## src/rtl/ibl_pkg.sv

```systemverilog
// Shared types and constants for the blocked-range list.
package ibl_pkg;

  localparam int PADDING_BITS   = 8;
  localparam int INTERVAL_BITS  = 10;
  localparam int PAD_BITS       = PADDING_BITS + INTERVAL_BITS;
  localparam int CFG_INDEX_BITS = 4;
  localparam int CFG_DATA_BITS  = 16;

  localparam logic [PADDING_BITS-1:0]   PADDING_RESET    = 8'd12;
  localparam logic [INTERVAL_BITS-1:0]  INTERVAL_RESET   = 10'd0;
  localparam logic [INTERVAL_BITS-1:0]  DEFAULT_FRAME_MS = 10'd41;

  localparam logic [CFG_INDEX_BITS-1:0] CFG_PADDING_FRAMES = 4'd0;
  localparam logic [CFG_INDEX_BITS-1:0] CFG_FRAME_INTERVAL = 4'd1;

  typedef enum logic [1:0] {
    KIND_QUERY  = 2'd0,
    KIND_DETECT = 2'd1,
    KIND_WINDOW = 2'd2
  } kind_t;

  typedef enum logic [3:0] {
    ST_IDLE,
    ST_PAD_HI,
    ST_PAD_LO,
    ST_CHECK,
    ST_RD,
    ST_EV,
    ST_FIX_LO,
    ST_FIX_HI,
    ST_WRITE,
    ST_DONE
  } state_t;

  typedef enum logic [1:0] {
    PH_SKIP,
    PH_MERGE,
    PH_QUERY
  } phase_t;

  typedef enum logic {
    ALU_ADD,
    ALU_SUB
  } alu_op_t;

endpackage

```

## src/rtl/ibl_ram.sv

```systemverilog
// Generic single-port-write, registered-read RAM.
module ibl_ram #(
  parameter int WIDTH = 96,
  parameter int DEPTH = 16
) (
  input  logic                                  clk,
  input  logic                                  we,
  input  logic [(DEPTH > 1 ? $clog2(DEPTH) : 1)-1:0] waddr,
  input  logic [WIDTH-1:0]                      wdata,
  input  logic                                  re,
  input  logic [(DEPTH > 1 ? $clog2(DEPTH) : 1)-1:0] raddr,
  output logic [WIDTH-1:0]                      rdata
);

  logic [WIDTH-1:0] mem [DEPTH];

  always_ff @(posedge clk) begin
    if (we) begin
      mem[waddr] <= wdata;
    end
    if (re) begin
      rdata <= mem[raddr];
    end
  end

endmodule

```

## src/rtl/ibl_alu.sv

```systemverilog
// Shared add/subtract unit; the top bit of a subtract is the borrow.
module ibl_alu import ibl_pkg::*; #(
  parameter int W = 48
) (
  input  alu_op_t      op,
  input  logic [W-1:0] x,
  input  logic [W-1:0] y,
  output logic [W:0]   res
);

  always_comb begin
    unique case (op)
      ALU_ADD: res = {1'b0, x} + {1'b0, y};
      ALU_SUB: res = {1'b0, x} - {1'b0, y};
    endcase
  end

endmodule

```

## src/rtl/interval_block_list_merge_top.sv

```systemverilog
// Top level of the blocked-range list: sequencer, ring-buffered list memory, shared adder.
//
//  channel   | handshake                     | payload
//  ----------+-------------------------------+------------------------------------
//  command   | start, busy (taken: start&!busy) | kind, time_a, time_b
//  result    | done (one-cycle strobe)       | blocked, dropped, stored_count
//  config    | cfg_valid, cfg_ready          | cfg_index, cfg_data
//
// Ranges sit in a ring buffer (head, count) in one registered-read RAM; pruning and
// merging only ever consume the front, so an insert rewrites at most one entry.
// A query or an insert visits at most RANGE_CAPACITY entries (a detection pads the window
// first); each entry visited takes a RAM read, then a compare on the shared adder.
// busy stays high from acceptance through done.
// Reset is synchronous and empties the list; no clearing pass is needed.
// Results cannot be stalled; config writes are always taken.
module interval_block_list_merge_top import ibl_pkg::*; #(
  parameter int RANGE_CAPACITY = 16,
  parameter int TIME_BITS      = 48
) (
  input  logic                                   clk,
  input  logic                                   rst,
  input  logic                                   start,
  output logic                                   busy,
  input  logic [1:0]                             kind,
  input  logic [TIME_BITS-1:0]                   time_a,
  input  logic [TIME_BITS-1:0]                   time_b,
  output logic                                   done,
  output logic                                   blocked,
  output logic                                   dropped,
  output logic [$clog2(RANGE_CAPACITY+1)-1:0]    stored_count,
  input  logic                                   cfg_valid,
  output logic                                   cfg_ready,
  input  logic [CFG_INDEX_BITS-1:0]              cfg_index,
  input  logic [CFG_DATA_BITS-1:0]               cfg_data
);

  localparam int IW = RANGE_CAPACITY > 1 ? $clog2(RANGE_CAPACITY) : 1;
  localparam int CW = $clog2(RANGE_CAPACITY + 1);
  localparam int AW = TIME_BITS > PAD_BITS ? TIME_BITS : PAD_BITS;
  localparam int DW = 2 * TIME_BITS;
  localparam logic [IW-1:0] LAST_IDX = IW'(RANGE_CAPACITY - 1);
  localparam logic [CW-1:0] FULL_CNT = CW'(RANGE_CAPACITY);

  state_t state, state_next;
  phase_t phase, phase_next;

  logic [IW-1:0] head, head_next;
  logic [CW-1:0] cnt, cnt_next;
  logic [IW-1:0] ptr, ptr_next;
  logic [CW-1:0] rem, rem_next;
  logic          is_query, is_query_next;
  logic          merged, merged_next;

  logic [TIME_BITS-1:0] win_start, win_start_next;
  logic [TIME_BITS-1:0] win_end, win_end_next;
  logic [TIME_BITS-1:0] first_start, first_start_next;
  logic [TIME_BITS-1:0] last_end, last_end_next;
  logic [PAD_BITS-1:0]  pad, pad_next;
  logic                 res_blocked, res_blocked_next;
  logic                 res_dropped, res_dropped_next;

  logic [PADDING_BITS-1:0]  padding_frames;
  logic [INTERVAL_BITS-1:0] frame_interval;
  logic [INTERVAL_BITS-1:0] frame_len;

  logic [IW-1:0] ptr_inc, ptr_dec;

  alu_op_t       alu_op;
  logic [AW-1:0] alu_x, alu_y;
  logic [AW:0]   alu_res;
  logic          borrow;

  logic          ram_we, ram_re;
  logic [DW-1:0] ram_rdata;
  logic [TIME_BITS-1:0] rd_start, rd_end;

  ibl_ram #(
    .WIDTH(DW),
    .DEPTH(RANGE_CAPACITY)
  ) u_list (
    .clk  (clk),
    .we   (ram_we),
    .waddr(ptr_dec),
    .wdata({win_start, win_end}),
    .re   (ram_re),
    .raddr(ptr),
    .rdata(ram_rdata)
  );

  ibl_alu #(
    .W(AW)
  ) u_alu (
    .op (alu_op),
    .x  (alu_x),
    .y  (alu_y),
    .res(alu_res)
  );

  assign rd_start  = ram_rdata[DW-1 -: TIME_BITS];
  assign rd_end    = ram_rdata[TIME_BITS-1:0];
  assign borrow    = alu_res[AW];
  assign frame_len = (frame_interval == '0) ? DEFAULT_FRAME_MS : frame_interval;
  assign ptr_inc   = (ptr == LAST_IDX) ? '0 : ptr + IW'(1);
  assign ptr_dec   = (ptr == '0) ? LAST_IDX : ptr - IW'(1);

  assign busy         = (state != ST_IDLE);
  assign done         = (state == ST_DONE);
  assign blocked      = res_blocked;
  assign dropped      = res_dropped;
  assign stored_count = cnt;
  assign cfg_ready    = 1'b1;

  always_comb begin
    state_next       = state;
    phase_next       = phase;
    head_next        = head;
    cnt_next         = cnt;
    ptr_next         = ptr;
    rem_next         = rem;
    is_query_next    = is_query;
    merged_next      = merged;
    win_start_next   = win_start;
    win_end_next     = win_end;
    first_start_next = first_start;
    last_end_next    = last_end;
    pad_next         = pad;
    res_blocked_next = res_blocked;
    res_dropped_next = res_dropped;
    ram_we           = 1'b0;
    ram_re           = 1'b0;
    alu_op           = ALU_SUB;
    alu_x            = '0;
    alu_y            = '0;

    unique case (state)
      ST_IDLE: begin
        if (start) begin
          ptr_next         = head;
          rem_next         = cnt;
          phase_next       = PH_SKIP;
          merged_next      = 1'b0;
          is_query_next    = (kind_t'(kind) == KIND_QUERY);
          win_start_next   = time_a;
          win_end_next     = time_b;
          pad_next         = PAD_BITS'(padding_frames) * PAD_BITS'(frame_len);
          res_blocked_next = 1'b0;
          res_dropped_next = 1'b0;
          unique case (kind_t'(kind))
            KIND_QUERY:  state_next = ST_RD;
            KIND_DETECT: begin
              res_blocked_next = 1'b1;
              state_next       = ST_PAD_HI;
            end
            KIND_WINDOW: state_next = ST_CHECK;
            default:     state_next = ST_DONE;
          endcase
        end
      end
      ST_PAD_HI: begin
        // saturate the end at the top of the time range
        alu_op = ALU_ADD;
        alu_x  = AW'(win_start);
        alu_y  = AW'(pad);
        win_end_next = (|alu_res[AW:TIME_BITS]) ? '1 : alu_res[TIME_BITS-1:0];
        state_next   = ST_PAD_LO;
      end
      ST_PAD_LO: begin
        // clamp the start at zero
        alu_x = AW'(win_start);
        alu_y = AW'(pad);
        win_start_next = borrow ? '0 : alu_res[TIME_BITS-1:0];
        state_next     = ST_CHECK;
      end
      ST_CHECK: begin
        alu_x = AW'(win_end);
        alu_y = AW'(win_start);
        if (borrow) begin
          res_dropped_next = 1'b1;
          state_next       = ST_DONE;
        end else begin
          state_next = ST_RD;
        end
      end
      ST_RD: begin
        if (rem == '0) begin
          state_next = is_query ? ST_DONE : ST_FIX_LO;
        end else begin
          ram_re     = 1'b1;
          state_next = ST_EV;
        end
      end
      ST_EV: begin
        unique case (phase)
          PH_SKIP: begin
            // skip (or prune) ranges that end before the key
            alu_x = AW'(rd_end);
            alu_y = AW'(win_start);
            if (borrow) begin
              ptr_next   = ptr_inc;
              rem_next   = rem - CW'(1);
              state_next = ST_RD;
            end else begin
              phase_next = is_query ? PH_QUERY : PH_MERGE;
            end
          end
          PH_MERGE: begin
            alu_x = AW'(win_end);
            alu_y = AW'(rd_start);
            if (borrow) begin
              state_next = ST_FIX_LO;
            end else begin
              if (!merged) begin
                first_start_next = rd_start;
              end
              merged_next   = 1'b1;
              last_end_next = rd_end;
              ptr_next      = ptr_inc;
              rem_next      = rem - CW'(1);
              state_next    = ST_RD;
            end
          end
          PH_QUERY: begin
            alu_x = AW'(win_start);
            alu_y = AW'(rd_start);
            res_blocked_next = !borrow;
            state_next       = ST_DONE;
          end
          default: state_next = ST_DONE;
        endcase
      end
      ST_FIX_LO: begin
        if (merged) begin
          alu_x = AW'(first_start);
          alu_y = AW'(win_start);
          if (borrow) begin
            win_start_next = first_start;
          end
          state_next = ST_FIX_HI;
        end else if (rem == FULL_CNT) begin
          // no room for a new entry; keep the pruning
          res_dropped_next = 1'b1;
          head_next        = ptr;
          cnt_next         = rem;
          state_next       = ST_DONE;
        end else begin
          state_next = ST_WRITE;
        end
      end
      ST_FIX_HI: begin
        alu_x = AW'(win_end);
        alu_y = AW'(last_end);
        if (borrow) begin
          win_end_next = last_end;
        end
        state_next = ST_WRITE;
      end
      ST_WRITE: begin
        ram_we     = 1'b1;
        head_next  = ptr_dec;
        cnt_next   = rem + CW'(1);
        state_next = ST_DONE;
      end
      ST_DONE: begin
        state_next = ST_IDLE;
      end
      default: state_next = ST_IDLE;
    endcase
  end

  always_ff @(posedge clk) begin
    if (rst) begin
      state          <= ST_IDLE;
      head           <= '0;
      cnt            <= '0;
      padding_frames <= PADDING_RESET;
      frame_interval <= INTERVAL_RESET;
    end else begin
      state <= state_next;
      head  <= head_next;
      cnt   <= cnt_next;
      if (cfg_valid && cfg_ready) begin
        if (cfg_index == CFG_PADDING_FRAMES) begin
          padding_frames <= cfg_data[PADDING_BITS-1:0];
        end else if (cfg_index == CFG_FRAME_INTERVAL) begin
          frame_interval <= cfg_data[INTERVAL_BITS-1:0];
        end
      end
    end
  end

  always_ff @(posedge clk) begin
    phase       <= phase_next;
    ptr         <= ptr_next;
    rem         <= rem_next;
    is_query    <= is_query_next;
    merged      <= merged_next;
    win_start   <= win_start_next;
    win_end     <= win_end_next;
    first_start <= first_start_next;
    last_end    <= last_end_next;
    pad         <= pad_next;
    res_blocked <= res_blocked_next;
    res_dropped <= res_dropped_next;
  end

endmodule

```

## config.mk

```make
export PLATFORM = sky130hd
export DESIGN_NAME = interval_block_list_merge_top
export DESIGN_NICKNAME = d
export VERILOG_FILES = /design/src/rtl/ibl_pkg.sv /design/src/rtl/ibl_ram.sv /design/src/rtl/ibl_alu.sv /design/src/rtl/interval_block_list_merge_top.sv
export SDC_FILE = /design/constraint.sdc
export NUM_CORES = 2
export LEC_CHECK = 0
export BUFFER_PORTS_ARGS = -buffer_cell sky130_fd_sc_hd__buf_2
export CORE_UTILIZATION = 40
export CTS_CLUSTER_SIZE = 10
export DETAILED_ROUTE_END_ITERATION = 16
export HOLD_SLACK_MARGIN = 0.05
export PLACE_DENSITY = 0.59
export SYNTH_ARGS = -nofsm -noshare
export SYNTH_HDL_FRONTEND = slang
export SYNTH_SLANG_ARGS = --single-unit
```

## constraint.sdc

```tcl
create_clock -name clk -period 12.8 [get_ports clk]
set_clock_uncertainty 0.2 [all_clocks]
set_input_delay 2.56 -clock clk [delete_from_list [all_inputs] [get_ports clk]]
set_output_delay 2.56 -clock clk [all_outputs]
set_load 0.02 [all_outputs]
```

Word-level counts from Yosys, hierarchy flattened
Memories as Yosys holds them, arrays and structs flattened. A register that Yosys moved wholly into a read port is not among the register bits.
Cells that the tools add are included.
{ "classes": {"n_mul": 1, "n_addsub": 6, "eq_ne": 30, "bitwise_logic": 3, "n_reduce_logical": 31, "n_mux": 69} }
{ "ops": {"columns": ["operator", "n"], "rows": [
  ["$mux W48", 9],
  ["$pmux W48 S3", 3],
  ["$pmux W48 S5", 1],
  ["$pmux W48 S4", 1],
  ["$pmux W49 S2", 1],
  ["$pmux W48 S2", 1],
  ["$mux W4", 13],
  ["$add A48 B48 Y49", 1],
  ["$sub A48 B48 Y49", 1],
  ["$pmux W4 S9", 1],
  ["$pmux W4 S2", 4],
  ["$pmux W5 S2", 3],
  ["$mux W5", 5],
  ["$mul A8 B10 Y18", 1],
  ["$ne A2 B2 Y1 const B", 9],
  ["$eq A4 B3 Y1 const B", 4],
  ["$mux W1", 16],
  ["$reduce_and A4 Y1", 4],
  ["$reduce_and A3 Y1", 5],
  ["$eq A4 B4 Y1 const B", 3],
  ["$logic_not A4 Y1", 3],
  ["$pmux W4 S3", 1],
  ["$logic_not A10 Y1", 1],
  ["$mux W10", 1],
  ["26 further kinds", 48]
]} }
{ "totals": {"mem_count": 1, "elab_cells": 158, "mem_bits_rw": 1536, "out_inout_bits": 10, "regBits": 256, "input_bits": 122} }
{ "memory_table": {"columns": ["name", "words", "width", "rd", "rd_ports_with_merged_regs", "wr", "line", "rtl"], "rows": [
  ["u_list.mem", 16, 96, 1, 1, 1, "ibl_ram.sv:15", "logic [WIDTH-1:0] mem [DEPTH];"]
]} }

Longest topological paths before layout
{ "depth": {"ltp_word": 9, "mapped_depth": 32, "ltp_nobuf": 25} }

Cells and area by module
From an unflattened synthesis, not the netlist that was laid out.
{ "unflattened": {"cells_unflattened": 4445, "hier_area_um2": 79129.6} }
{ "modules_own_cells": {"columns": ["mod", "instances", "area_per_inst_um2", "cells_per_inst", "seq_area_each_um2"], "rows": [
  ["ibl_ram", 1, 60316.6, 2460, 49007.0],
  ["interval_block_list_merge_top", 1, 15083.2, 1430, 7377.1],
  ["ibl_alu", 1, 3729.8, 555, 0.0]
]} }

Least setup slack after synthesis
OpenSTA, ideal clock, no wires.
{ "synth_timing": {"kind": "reg2reg", "start": "register phase[0]", "end": "register win_end[0], enable pin", "path_buffers": 4, "t_required_ps": 12069, "arrival_time_ps": 9700, "period_less_slack_ps": 10431, "setup_ps": 531, "stages_incl_launch_ff": 29, "path_slack_ps": 2369, "path_cell_list": "edfxtp_1 -> inv_1 -> ha_1 -> nor2b_1 -> and2_1 -> buf_6 -> or2_4 -> buf_6 -> buf_6 -> clkbuf_1 -> a221oi_1 -> ha_1 -> nand4_1 -> nor2_1 -> a31oi_1 -> nor3_1 -> nand2_1 -> xor2_1 -> ha_1 -> and3_1 -> a221o_1 -> a21oi_1 -> o221ai_1 -> a221oi_1 -> nand4b_1 -> a221o_1 -> a21oi_2 -> nor2_1 -> a221oi_1"} }
{ "synth_via": {"elab_chain_cells": 8, "word_cells_on_any_way": 13, "classes_between": "2 x add/sub; 3 x eq/ne; 5 x mux; 3 x reduce/logical"} }
{ "synth_rtl": {"columns": ["element", "line", "rtl"], "rows": [
  ["from (decl)", "interval_block_list_merge_top.sv:45", "phase_t phase, phase_next;"],
  ["from (signal assigned)", "interval_block_list_merge_top.sv:292", "phase <= phase_next;"],
  ["$eq A2 B1 Y1 / $eq A2 B2 Y1 (equally long branches)", "interval_block_list_merge_top.sv:193", "unique case (phase)"],
  ["$reduce_or A2 Y1 (no source line)", null, null],
  ["$pmux W48 S2", "interval_block_list_merge_top.sv:193", null],
  ["$pmux W48 S5", "interval_block_list_merge_top.sv:135", "unique case (state)"],
  ["$sub A48 B48 Y49 / $add A48 B48 Y49 (equally long branches)", "ibl_alu.sv:14, ibl_alu.sv:13", null],
  ["$pmux W49 S2 (*)", "ibl_alu.sv:12", "unique case (op)"],
  ["$ne A2 B2 Y1 (no source line) (*)", null, null],
  ["$reduce_and A3 Y1 (no source line) (*)", null, null],
  ["to (signal assigned)", "interval_block_list_merge_top.sv:298", "win_end <= win_end_next;"],
  ["to (decl)", "interval_block_list_merge_top.sv:55", "logic [TIME_BITS-1:0] win_end, win_end_next;"]
]} }
Mark *: on every way between the ends. The rest lies on a longest branch, timed or not.
A chain may end at the register's enable or synchronous reset.

Worst setup path after layout
{ "layout_timing": {"start": "register state[2]", "end": "register last_end[19], enable pin"} }
{ "layout_via": {"elab_chain_cells": 7, "word_cells_on_any_way": 16, "classes_between": "2 x add/sub; 6 x eq/ne; 4 x mux; 1 x bitwise; 3 x reduce/logical"} }
{ "layout_rtl": {"columns": ["element", "line", "rtl"], "rows": [
  ["from (decl)", "interval_block_list_merge_top.sv:44", "state_t state, state_next;"],
  ["from (signal assigned)", "interval_block_list_merge_top.sv:278", "state <= state_next;"],
  ["$eq A4 B2 Y1 (tied with other cells)", "interval_block_list_merge_top.sv:135", null],
  ["$reduce_or A2 Y1 (no source line)", null, null],
  ["$pmux W48 S5 / $pmux W48 S4 (equally long branches)", "interval_block_list_merge_top.sv:135", null],
  ["$sub A48 B48 Y49 / $add A48 B48 Y49 (equally long branches)", "ibl_alu.sv:14, ibl_alu.sv:13", null],
  ["$pmux W49 S2", "ibl_alu.sv:12", null],
  ["$not A1 Y1 (no source line)", null, null],
  ["$reduce_and A3 Y1 (no source line) (*)", null, null],
  ["to (signal assigned)", "interval_block_list_merge_top.sv:300", "last_end <= last_end_next;"],
  ["to (decl)", "interval_block_list_merge_top.sv:57", "logic [TIME_BITS-1:0] last_end, last_end_next;"]
]} }
Marks and branches as above.

==> results.py <==
metrics = {
    "power_and_ir_drop": {
        "combPwrFrac": 0.363,
        "power_mw": 23.05,
        "switching_share": 0.3667,
        "power.density_mw_per_mm2": 259.8,
        "p_leak_nw": 28.89,
        "p_int_mw": 14.60,
        "ir_drop_uv": 509.0,
        "seqPwrFrac": 0.404,
        "p_clk_frac": 0.233,
        "p_switching_mw": 8.452,
    },
    "clock_tree": {
        "cts_root_buf": "clkbuf_16",
        "cts_max_level": 4,
        "cts_hold_buf": 0,
        "numCtsBuffers": 211,
        "clk_latency_ns": 0.86,
        "clk_pin_slew_ns": 0.06,
        "cts_tree": "yes",
        "clock_sinks": 1888,
        "ctsResizeCount": 0,
        "clockBufferDepth": 3,
        "post_cts_buffers": 0,
    },
    "drt": {
        "drtPass1Iterations": 7,
        "routed_wl_um": 209800,
        "ant_nets": 0,
        "drt_iter0_drc": 5201,
        "vias": 41780,
        "wire_per_inst_um": 29.88,
        "viasPerCell": 5.950,
        "drcViolationCount": 0,
    },
    "logic_synthesis": {
        "yosys.area_share.simple": 0.03465,
        "syn_area_per_cell_um2": 19.01,
        "synthesis.area_mm2": 0.07891,
        "synth_area_leaders": "edfxtp_1 (71%), mux4_2 (14%), ha_1 (1.6%)",
        "synth-edff-count": 1857,
        "synth_compound_area_frac": 0.05374,
        "syn_nets": 4420,
        "synthXorXnorAreaFrac": 0.01210,
        "syn-instance-count": 4150,
        "synth_seq_cells": 1888,
        "ys.flop_type": "edfxtp_1",
        "ys_warn_count": 0,
        "muxShareOfSynthArea": 0.1395,
        "yosysTopAreaCell": "edfxtp_1",
        "synthAdderAreaFrac": 0.02813,
        "synth.distinct_cells": 83,
        "synth_top_area_share": 0.7067,
        "synth-async-reset-ratio": 0,
        "ys_seq_area_frac": 0.7146,
        "synth_top_family_by_area": "multiplexers",
    },
    "floorplanning": {
        "core_area_mm2": 0.1954,
        "die_area_mm2": 0.1990,
        "die-height_um": 446.1,
        "start_util": 0.4038,
        "ios": 132,
        "rows": 162,
        "die_w_um": 446.1,
    },
    "cells_and_area": {
        "nets": 4609,
        "layout_common_cells": "edfxtp_1 (1,857), mux4_2 (480), clkbuf_16 (211)",
        "fill_cells": 16530,
        "final_common_cell": "edfxtp_1",
        "synthToLayoutAreaGrowth_pct": 12.41,
        "layout-drive-gt1-share": 0.2245,
    },
    "sta": {
        "tns_ns": 0,
        "hold_viol": 0,
        "min_period_ns": 10.23,
        "slew_headroom": 0.1757,
        "fmax_ghz": 0.09773,
        "timing.final.crit_share": 0.7994,
        "maxSlewViolCount": 0,
        "finalSetupViolations": 0,
        "tightest_slew_ns": 1.232,
        "rsz0062_at_grt": "no",
    },
    "global_routing": {
        "grt_max_degree": 106,
        "grt_pass1_wl_um": 301800,
        "first_global_vias": 42210,
        "antenna_found_initial": 6,
        "globalRouteTotalUtil": 0.2102,
        "overflow": 0,
    },
    "run": {
        "max_cap_violations": 0,
    },
    "min_path": {
        "worstHoldPathCells": 0,
        "hold_path_class": "reg -> reg",
        "min-delay-start": "u_list.rdata[21]",
    },
    "setup_path": {
        "crit_path_start": "state[2]",
        "worstPathArrival_ns": 10.53,
        "crit_type": "reg -> reg",
        "cp.required_ns": 13.10,
        "cp_max_fo": 39,
        "timing.rr.start": "state[2]",
        "endpoint_kind": "flop",
        "crit_path_start_kind": "flop",
        "reg2regPathDepth": 27,
    },
    "placed_design": {
        "hpwl_um": 120800,
        "gp_congestion": 0.9690,
        "io_buffers": 124,
    },
    "status": {
        "outcome": "completed",
    },
}
-- metal layers --
layer	wire length [µm]	GRT usage	vias to the layer above
met2	99980	0.3349	1699
li1	-	-	17400
met1	87160	0.2911	22330
met4	7750	0.07882	4
met5	21	0	-
met3	14880	0.03412	343
-- metrics by stage --
| stage | instances | area [µm²] | util | hold WS, ns | setup slack, ns |
|---|---|---|---|---|---|
| 3_3_place_gp | 6750 | 82810 | 0.4238 | 0.2357 | 2.779 |
| 6_report | 7022 | 88700 | 0.4539 | 0.2496 | 2.568 |
| 4_1_cts | 7020 | 88690 | 0.4539 | 0.2447 | 2.674 |
| 3_5_place_dp | 6750 | 82810 | 0.4238 | 0.2349 | 2.677 |
| 2_1_floorplan | 4150 | 78910 | - | 0.2262 | 2.369 |
| 5_1_grt | 7020 | 88690 | 0.4539 | 0.2573 | 2.120 |
-- flip-flops by register name (all words and copies together), names as in the netlist --
register / flops
last_end: 48
blocked: 1
u_list.rdata: 96
rem: 5
pad: 18
state: 4
frame_interval: 10
u_list.mem: 1536
stored_count: 5
win_start: 48
win_end: 48
phase: 2
dropped: 1
first_start: 48
merged: 1
padding_frames: 8
ptr: 4
is_query: 1
head: 4
-- power groups by stage --
stage               clock (mW)  combinational [mW]  sequential [mW]
floorplan                    0                5.90             8.95
global placement             0                8.25             9.34
detailed placement           0                8.26             9.41
CTS                       5.46                8.31             9.30
global route              5.67                8.95             9.41
finish                    5.37                8.36             9.32
-- critical path, cell delays in order (launching register included) --
cell	delay, ns
dfxtp_1	0.63
inv_1	0.41
nor2_1	0.42
nand2_4	0.15
inv_2	0.54
and2_2	0.64
or2_4	0.67
a221oi_1	0.20
buf_4	0.21
ha_1	0.23
nand4_1	0.17
nor2_1	0.07
buf_4	0.17
a31oi_1	0.54
nor2_1	0.13
xnor2_1	0.16
ha_1	0.40
and4_1	0.24
o21ai_0	0.08
a21oi_1	0.09
o41ai_1	0.87
or4_1	0.24
nand4b_1	0.11
a221o_1	0.48
nand3_2	0.14
nand2_1	0.18
nor2_4	0.93
buf_4	0.52
-- cell type report --
class                           instances  area (µm²)  share of cell area
Multi-Input combinational cell       1919       21390              0.2411
Clock inverter                         26       460.4            0.005191
Clock buffer                          244        5424             0.06115
Tap cell                             2624        3283             0.03701
Sequential cell                      1888       56380              0.6357
Antenna cell                            2       5.005          0.00005642
Inverter                              103       394.1            0.004443
Timing Repair Buffer                  216        1361             0.01535
-- cells by family after synthesis --
| group | Yosys count |
|---|---|
| other | 1 |
| AO/OA/AOI/OAI | 585 |
| XOR/XNOR | 109 |
| AND/OR/NAND/NOR | 576 |
| multiplexers | 500 |
| adder cells (fa/ha/maj) | 148 |
| flip-flops | 1888 |
| buffers and inverters | 343 |
-- synth_stat cells, types with 36 or more instances --
library cell / number
xnor2_1: 64
inv_1: 102
and2_1: 56
buf_1: 63
nand2_1: 211
edfxtp_1: 1857
mux4_2: 480
clkbuf_1: 161
a221o_1: 36
ha_1: 99
fa_1: 49
o21ai_0: 90
a31oi_1: 38
a22oi_1: 77
xor2_1: 45
a21oi_1: 81
a222oi_1: 62
nor2_1: 131
-- path summary, 6_finish.rpt --
path | endpoint | slack [ns]
min | last_end[21] | 0.25
max reg2reg | last_end[19] | 2.57
max | last_end[19] | 2.57
min reg2reg | last_end[21] | 0.25
Power figures use the tool's default switching activity.
